File: src/design/psx_pkg.sv
// shared types and constants of the progressive scale expansion block
`default_nettype none
package psx_pkg;

    // fixed field widths
    localparam int SEED_W      = 8;
    localparam int MASK_W      = 7;
    localparam int CFG_W       = 10;
    localparam int KCFG_W      = 4;
    localparam int CFG_IDX_W   = 2;
    localparam int ROUND_W     = 3;
    localparam int MAX_KERNELS = 8;

    // configuration register indexes
    localparam logic [CFG_IDX_W-1:0] CFG_IMAGE_WIDTH  = 2'd0;
    localparam logic [CFG_IDX_W-1:0] CFG_IMAGE_HEIGHT = 2'd1;
    localparam logic [CFG_IDX_W-1:0] CFG_NUM_KERNELS  = 2'd2;

    // command kinds
    localparam logic KIND_LOAD = 1'b0;
    localparam logic KIND_READ = 1'b1;

    // neighbour order
    localparam logic [1:0] DIR_LEFT  = 2'd0;
    localparam logic [1:0] DIR_RIGHT = 2'd1;
    localparam logic [1:0] DIR_UP    = 2'd2;
    localparam logic [1:0] DIR_DOWN  = 2'd3;

    // classification of a queued command
    typedef struct packed {
        logic kind;
        logic last_img;
        logic last_pix;
    } t_cmd_ctl;

    // back end sequencer states
    typedef enum logic [3:0] {
        S_IDLE,
        S_READ,
        S_SCAN_RD,
        S_SCAN_CHK,
        S_ROUND,
        S_POP_WAIT,
        S_LBL,
        S_NB,
        S_NB_CHK,
        S_PARK
    } t_state;

endpackage
`default_nettype wire

File: src/design/psx_front.sv
// front end: accepts commands, assigns pixel positions, queues them
`default_nettype none
module psx_front #(
    parameter int MAX_WIDTH  = 512,
    parameter int MAX_HEIGHT = 512,
    localparam int DEPTH = MAX_WIDTH * MAX_HEIGHT,
    localparam int NW    = $clog2(DEPTH + 1),
    localparam int AW    = (DEPTH > 1) ? $clog2(DEPTH) : 1
) (
    input  wire logic                       i_clk,
    input  wire logic                       i_rst_n,
    input  wire logic                       i_start,
    input  wire logic                       i_kind,
    input  wire logic [psx_pkg::SEED_W-1:0] i_seed_label,
    input  wire logic [psx_pkg::MASK_W-1:0] i_kernel_mask,
    input  wire logic [NW-1:0]              i_total,
    output logic                            o_busy,
    output logic                            o_cmd_valid,
    output psx_pkg::t_cmd_ctl               o_cmd_ctl,
    output logic [AW-1:0]                   o_cmd_addr,
    output logic [psx_pkg::SEED_W-1:0]      o_cmd_seed,
    output logic [psx_pkg::MASK_W-1:0]      o_cmd_mask,
    input  wire logic                       i_cmd_pop
);

    localparam int FD  = 4;
    localparam int FPW = 2;
    localparam int FCW = 3;

    logic [NW-1:0]  r_load_pos, n_load_pos;
    logic [NW-1:0]  r_read_pos, n_read_pos;
    logic [FPW-1:0] r_wr_ptr, r_rd_ptr;
    logic [FCW-1:0] r_fcnt;

    psx_pkg::t_cmd_ctl         r_f_ctl  [FD];
    logic [AW-1:0]             r_f_addr [FD];
    logic [psx_pkg::SEED_W-1:0] r_f_seed [FD];
    logic [psx_pkg::MASK_W-1:0] r_f_mask [FD];

    logic              w_accept;
    logic [NW-1:0]     w_lpos, w_lnext, w_rpos;
    logic              w_lend, w_rlast;
    psx_pkg::t_cmd_ctl w_ctl;
    logic [AW-1:0]     w_addr;

    assign o_busy   = (r_fcnt == FCW'(FD));
    assign w_accept = i_start & ~o_busy;

    // position classification, wrapping when the image size shrank
    always_comb begin
        w_lpos  = (r_load_pos >= i_total) ? '0 : r_load_pos;
        w_lnext = w_lpos + NW'(1);
        w_lend  = (w_lnext >= i_total);
        w_rpos  = (r_read_pos >= i_total) ? '0 : r_read_pos;
        w_rlast = (w_rpos == i_total - NW'(1));
        n_load_pos = r_load_pos;
        n_read_pos = r_read_pos;
        w_ctl.kind     = i_kind;
        w_ctl.last_img = 1'b0;
        w_ctl.last_pix = 1'b0;
        if (i_kind == psx_pkg::KIND_LOAD) begin
            w_addr = w_lpos[AW-1:0];
            w_ctl.last_img = w_lend;
            if (w_accept) begin
                n_load_pos = w_lend ? '0 : w_lnext;
                if (w_lend) begin
                    n_read_pos = '0;
                end
            end
        end else begin
            w_addr = w_rpos[AW-1:0];
            w_ctl.last_pix = w_rlast;
            if (w_accept) begin
                n_read_pos = w_rlast ? '0 : (w_rpos + NW'(1));
            end
        end
    end

    // control state
    always_ff @(posedge i_clk) begin
        if (!i_rst_n) begin
            r_load_pos <= '0;
            r_read_pos <= '0;
            r_wr_ptr   <= '0;
            r_rd_ptr   <= '0;
            r_fcnt     <= '0;
        end else begin
            r_load_pos <= n_load_pos;
            r_read_pos <= n_read_pos;
            if (w_accept) begin
                r_wr_ptr <= r_wr_ptr + FPW'(1);
            end
            if (i_cmd_pop) begin
                r_rd_ptr <= r_rd_ptr + FPW'(1);
            end
            r_fcnt <= r_fcnt + FCW'(w_accept) - FCW'(i_cmd_pop);
        end
    end

    // command queue payload
    always_ff @(posedge i_clk) begin
        if (w_accept) begin
            r_f_ctl[r_wr_ptr]  <= w_ctl;
            r_f_addr[r_wr_ptr] <= w_addr;
            r_f_seed[r_wr_ptr] <= i_seed_label;
            r_f_mask[r_wr_ptr] <= i_kernel_mask;
        end
    end

    assign o_cmd_valid = (r_fcnt != '0);
    assign o_cmd_ctl   = r_f_ctl[r_rd_ptr];
    assign o_cmd_addr  = r_f_addr[r_rd_ptr];
    assign o_cmd_seed  = r_f_seed[r_rd_ptr];
    assign o_cmd_mask  = r_f_mask[r_rd_ptr];

    property p_no_overflow;
        @(posedge i_clk) disable iff (!i_rst_n) r_fcnt <= FCW'(FD);
    endproperty
    a_no_overflow: assert property (p_no_overflow) else $error("command queue overflow");

    property p_pop_nonempty;
        @(posedge i_clk) disable iff (!i_rst_n) i_cmd_pop |-> o_cmd_valid;
    endproperty
    a_pop_nonempty: assert property (p_pop_nonempty) else $error("pop from empty queue");

    property p_count_track;
        @(posedge i_clk) disable iff (!i_rst_n)
            (w_accept && !i_cmd_pop) |=> (r_fcnt == $past(r_fcnt) + FCW'(1));
    endproperty
    a_count_track: assert property (p_count_track) else $error("queue count mismatch");

endmodule
`default_nettype wire

File: config.mk
export PLATFORM = sky130hd
export DESIGN_NAME = psx_front
export DESIGN_NICKNAME = d
export VERILOG_FILES = /design/src/design/psx_pkg.sv /design/src/design/psx_front.sv
export SDC_FILE = /design/constraint.sdc
export NUM_CORES = 1
export LEC_CHECK = 0
export CAP_MARGIN = 0
export CORE_ASPECT_RATIO = 0.7
export CORE_MARGIN = 8
export CORE_UTILIZATION = 40
export DETAILED_ROUTE_END_ITERATION = 12
export DONT_BUFFER_PORTS = 1
export PLACE_DENSITY = 0.65
export SETUP_SLACK_MARGIN = 0.02
export SLEW_MARGIN = 20
export SYNTH_ARGS = -nofsm -noshare
export SYNTH_HDL_FRONTEND = slang
export SYNTH_SLANG_ARGS = --single-unit
File: constraint.sdc
create_clock -name i_clk -period 6 [get_ports i_clk]
set_input_delay 0.9 -clock i_clk [delete_from_list [all_inputs] [get_ports i_clk]]
set_output_delay 0.9 -clock i_clk [all_outputs]
set_load 0.02 [all_outputs]
==> results_tabular.tex <==
\begin{tabular}{lr}
\hline
Metric & Value \\
\hline
\multicolumn{2}{l}{\textbf{Route}} \\
Sum of met2 wire segment lengths after detailed routing & 12,000 um \\
Number of iterations in the first detailed-routing pass & 5 \\
Vias per cell & 6.00 \\
Number of routed nets with antenna violations & 0 \\
Vias after detailed routing & 7,305 \\
DR WL met3 & 2020 um \\
Residual DRC & 0 \\
First-iteration detailed-routing DRC count & 697 \\
Total wire length & 26,900 um \\
Uppermost layer routed & met4 \\
Wl on met1 & 12,600 um \\
Mean routed wirelength per cell & 22.1 um \\
\multicolumn{2}{l}{\textbf{Yosys}} \\
Number of standard cells after synthesis & 873 \\
Post-synthesis net count & 979 \\
Largest area contributor in the synthesized netlist & sky130\_fd\_sc\_hd\_\_edfxtp\_1 \\
Leading register cell type out of synthesis & sky130\_fd\_sc\_hd\_\_edfxtp\_1 \\
Cells taking the most area after synthesis & sky130\_fd\_sc\_hd\_\_edfxtp\_1 41\%, sky130\_fd\_sc\_hd\_\_dfxtp\_1 9.0\%, sky130\_fd\_sc\_hd\_\_ha\_1 7.9\% \\
Mean instance size in the synthesized netlist & 12.0 um\^{}2 \\
Register bit count reported by yosys & 191 \\
Post-synth top area share & 41.4\% \\
Mapped cell area & 10,400 um\^{}2 \\
Register area share after synthesis & 50.5\% \\
Fraction of registers with async set or reset after synthesis & 0\% \\
EDFF count, synth & 144 \\
Distinct cell type count after synthesis & 74 \\
Yosys Warn Count & 0 \\
\multicolumn{2}{l}{\textbf{Clock network}} \\
CTS buffer count & 17 \\
CTS tree & yes \\
Hold-fix buffers, CTS & 0 \\
Clock network latency to the later pin of the worst-skew pair & 0.43 ns \\
Clock transition at the register clock pins on the worst setup and hold paths after CTS & 0.07 ns \\
Clk sink count & 191 \\
Clock root buffer & sky130\_fd\_sc\_hd\_\_clkbuf\_16 \\
H-Tree Depth & 4 \\
Clock tree buffer depth & 2 \\
\multicolumn{2}{l}{\textbf{Global routing}} \\
Number of antenna violations at the first check in global routing & 0 \\
Remaining Overflow, GRT & 0 \\
GRT Resource Usage Total & 16.9\% \\
Global-route wire length before repair & 41,500 um \\
Via count of the first global-routing pass & 6,868 \\
Largest net degree at the start of global routing & 37 \\
\multicolumn{2}{l}{\textbf{Layout}} \\
Layout filler cell count & 2,318 \\
Syn-to-layout area delta & 9.61\% \\
Final antenna diode count & 0 \\
Fraction of layout instances using a drive strength above 1 & 14.1\% \\
Final layout net count & 979 \\
\multicolumn{2}{l}{\textbf{Floorplan}} \\
Num rows & 49 \\
Vertical die dimension & 151 um \\
\# IOs & 77 \\
Initial core utilization & 40.6\% \\
Core region area & 25,700 um\^{}2 \\
Die X-Extent & 209 um \\
Full die area & 31,600 um\^{}2 \\
\multicolumn{2}{l}{\textbf{Hold path}} \\
Min-delay worst type & reg -> reg \\
Destination of the worst hold path & r\_load\_pos[0] \\
Hold wc startpoint & r\_load\_pos[0] \\
WHS Path Cells & 2 \\
\multicolumn{2}{l}{\textbf{Power and ir drop}} \\
Clk network pwr share & 33.4\% \\
Static Leak & 4.17 nW \\
Worst ir drop on vdd & 0.218 mV \\
Sum of internal, switching and leakage power & 3.12 mW \\
Switching share of power & 28.0\% \\
Internal power contribution & 2.24 mW \\
Cell area power density & 272 nW/um\^{}2 \\
Share of power burned in combinational logic & 15.3\% \\
Sequential cell fraction of total power & 51.3\% \\
Sw Pwr & 0.871 mW \\
\multicolumn{2}{l}{\textbf{Place}} \\
Final estimated routing congestion in global placement & 0.866 \\
Worst setup timing slack at the placement stage & -0.0622 ns \\
Detailed-placement wirelength estimate & 18,600 um \\
Number of buffers inserted by port buffering & 0 \\
\multicolumn{2}{l}{\textbf{STA}} \\
Unrepaired setup endpoints after global routing & false \\
Ratio of final minimum period to clock period & 93.7\% \\
Post-route minimum period & 5.62 ns \\
Maximum achievable frequency & 178 MHz \\
Count of endpoints failing setup in the final report & 0 \\
Number of max-slew violations in the final report & 0 \\
Final-layout setup total negative slack & 0 ns \\
Fin. Hold Viols & 0 \\
Transition at the pin with the smallest max-transition slack & 1.04 ns \\
Rel. slew slack & 30.6\% \\
Minimum setup slack in the final design & 0.380 ns \\
Clock skew after layout & 0.0142 ns \\
\multicolumn{2}{l}{\textbf{Setup path}} \\
Setup slack of the worst register-to-register path & 0.38 ns \\
Critical path data required time & 6.36 ns \\
Critical Path Most Common Cell & sky130\_fd\_sc\_hd\_\_a21o\_1 \\
CP Depth & 26 \\
Critical-path top delay cell & sky130\_fd\_sc\_hd\_\_or4\_1 \\
Delay of the slowest cell on the worst path & 0.51 ns \\
Startpoint kind of the worst setup timing path & register \\
Reg2Reg Capture Point & r\_load\_pos[10] \\
Arrival time of data at the critical path endpoint & 5.98 ns \\
Crit-path leading delay family & simple AND/OR/NAND/NOR gates \\
Worst setup EP type & register \\
Number of buffers and inverters on the critical path & 1 \\
Critical R2R Launch & r\_load\_pos[0] \\
Maximum fanout count along the critical path & 10 \\
Class of the most critical setup path & reg -> reg \\
Number of cell instances on the worst register-to-register path & 26 \\
\multicolumn{2}{l}{\textbf{Run status}} \\
Outcome & finished clean \\
\multicolumn{2}{l}{\textbf{Run}} \\
Max-Cap Viols & 0 \\
\hline
\end{tabular}
cell type report:
cell class / count / area, um^2 / share of cell area [%]
tap: 331 / 414 / 3.62
multi-input combinational: 601 / 4880 / 42.6
clock inverter: 14 / 108 / 0.941
timing repair buffer: 29 / 218 / 1.90
clock buffer: 18 / 429 / 3.75
inverter: 33 / 124 / 1.08
sequential: 191 / 5270 / 46.1
routing by layer:
layer,global-route usage (%),vias to the layer above
met3,4.07,31
met2,25.7,262
met4,4.18,0
li1,-,3367
met5,0,-
met1,24.2,3645
registers in the layout (all words and copies together), names as in the netlist, named ones only:
| name | count |
|---|---|
| r_wr_ptr | 2 |
| r_f_seed | 32 |
| r_f_ctl | 12 |
| r_load_pos | 19 |
| r_f_addr | 72 |
| r_read_pos | 19 |
| r_fcnt | 3 |
| r_rd_ptr | 2 |
| r_f_mask | 28 |
how the worst max path moves through the flow:
stage | from | endpoint
after floorplan | i_total[0] | r_read_pos[8]
after CTS | r_load_pos[0] | r_load_pos[17]
after global routing | r_load_pos[0] | r_load_pos[10]
after detailed placement | i_total[0] | r_load_pos[17]
final | r_load_pos[0] | r_load_pos[10]
after global placement | i_total[0] | r_load_pos[17]
stage by stage:
step                utilization [%]  std cells  hold slack, ns  instance area [um^2]
detailed placement             42.3       1184           0.480                 10900
global placement               42.3       1184           0.474                 10900
CTS                            44.4       1216           0.492                 11400
global route                   44.5       1217           0.530                 11400
floorplan                         -        873           0.458                 10400
finish                         44.5       1217           0.493                 11400
Yosys cell counts, types with 12 or more instances:
| cell type | number |
|---|---|
| sky130_fd_sc_hd__a21o_1 | 20 |
| sky130_fd_sc_hd__a21oi_1 | 44 |
| sky130_fd_sc_hd__a22o_1 | 15 |
| sky130_fd_sc_hd__and2_1 | 12 |
| sky130_fd_sc_hd__and3_1 | 15 |
| sky130_fd_sc_hd__clkbuf_1 | 39 |
| sky130_fd_sc_hd__dfxtp_1 | 47 |
| sky130_fd_sc_hd__edfxtp_1 | 144 |
| sky130_fd_sc_hd__ha_1 | 66 |
| sky130_fd_sc_hd__inv_1 | 33 |
| sky130_fd_sc_hd__mux4_2 | 36 |
| sky130_fd_sc_hd__nand2_1 | 52 |
| sky130_fd_sc_hd__nand3_1 | 29 |
| sky130_fd_sc_hd__nand4_1 | 19 |
| sky130_fd_sc_hd__nor2_1 | 56 |
| sky130_fd_sc_hd__nor3_1 | 14 |
| sky130_fd_sc_hd__nor4_1 | 14 |
| sky130_fd_sc_hd__o21ai_0 | 26 |
| sky130_fd_sc_hd__or4_1 | 16 |
| sky130_fd_sc_hd__xnor2_1 | 36 |
| sky130_fd_sc_hd__xor2_1 | 13 |
cells by family (layout without fill, tap and decap cells):
family / count (synthesis) / after routing / synth area share [%]
simple gates: 278 / 278 / 14.8
flops: 191 / 191 / 50.5
compound gates: 165 / 166 / 10.9
buf+inv: 82 / 94 / 3.14
fa+ha+maj: 67 / 67 / 8.11
xor+xnor: 51 / 51 / 4.54
mux: 39 / 39 / 8.08
power by group through the flow:
stage / Clock (mW) / Sequential (mW) / Combinational [mW]
4_1_cts: 1.06 / 1.60 / 0.487
6_report: 1.04 / 1.60 / 0.476
2_1_floorplan: 0 / 1.60 / 0.385
5_1_grt: 1.11 / 1.61 / 0.522
3_5_place_dp: 0 / 1.63 / 0.486
3_3_place_gp: 0 / 1.63 / 0.480
placed cells by master, fill, tap and decap left out, types with 7 or more instances in the layout:
cell type and n:
sky130_fd_sc_hd__a22o_1 15, sky130_fd_sc_hd__edfxtp_1 144, sky130_fd_sc_hd__inv_1 33, sky130_fd_sc_hd__o21ai_2 7
sky130_fd_sc_hd__xor2_1 13, sky130_fd_sc_hd__dfxtp_1 45, sky130_fd_sc_hd__nor2b_1 7, sky130_fd_sc_hd__nor3_1 14
sky130_fd_sc_hd__a21oi_1 43, sky130_fd_sc_hd__a21o_1 20, sky130_fd_sc_hd__and4_1 7, sky130_fd_sc_hd__and2_1 8
sky130_fd_sc_hd__or4_1 16, sky130_fd_sc_hd__clkbuf_16 17, sky130_fd_sc_hd__nand4_1 19, sky130_fd_sc_hd__ha_1 66
sky130_fd_sc_hd__nand3_1 29, sky130_fd_sc_hd__nor4_1 14, sky130_fd_sc_hd__o21ai_0 26, sky130_fd_sc_hd__nor2_1 56
sky130_fd_sc_hd__xnor2_1 36, sky130_fd_sc_hd__buf_4 29, sky130_fd_sc_hd__nand2_1 52, sky130_fd_sc_hd__mux4_2 36
sky130_fd_sc_hd__and3_1 15
worst register-to-register path: stages (launching register included):
cell and delay (ns):
sky130_fd_sc_hd__dfxtp_1 0.37, sky130_fd_sc_hd__inv_1 0.11, sky130_fd_sc_hd__ha_1 0.27, sky130_fd_sc_hd__nand2b_1 0.14, sky130_fd_sc_hd__a21o_1 0.17, sky130_fd_sc_hd__a21o_1 0.17
sky130_fd_sc_hd__a21o_1 0.17, sky130_fd_sc_hd__a21o_1 0.17, sky130_fd_sc_hd__a21o_1 0.19, sky130_fd_sc_hd__a21o_1 0.21, sky130_fd_sc_hd__nor2_1 0.18, sky130_fd_sc_hd__ha_1 0.21
sky130_fd_sc_hd__and3_1 0.20, sky130_fd_sc_hd__and3_1 0.27, sky130_fd_sc_hd__nand2_1 0.10, sky130_fd_sc_hd__nor2_1 0.17, sky130_fd_sc_hd__and2_1 0.26, sky130_fd_sc_hd__nand3_1 0.13
sky130_fd_sc_hd__xor2_1 0.19, sky130_fd_sc_hd__nor2_1 0.07, sky130_fd_sc_hd__ha_1 0.21, sky130_fd_sc_hd__a211oi_1 0.28, sky130_fd_sc_hd__and3_1 0.21, sky130_fd_sc_hd__o41ai_2 0.13
sky130_fd_sc_hd__a21o_2 0.31, sky130_fd_sc_hd__or4_1 0.51, sky130_fd_sc_hd__a21oi_1 0.15
what timing repair did:
action,in CTS,in global routing
setup endpoints to repair,0,18
setup buffers,0,0
resized for setup,0,4
No activity file was read; power rests on OpenSTA's default activity.
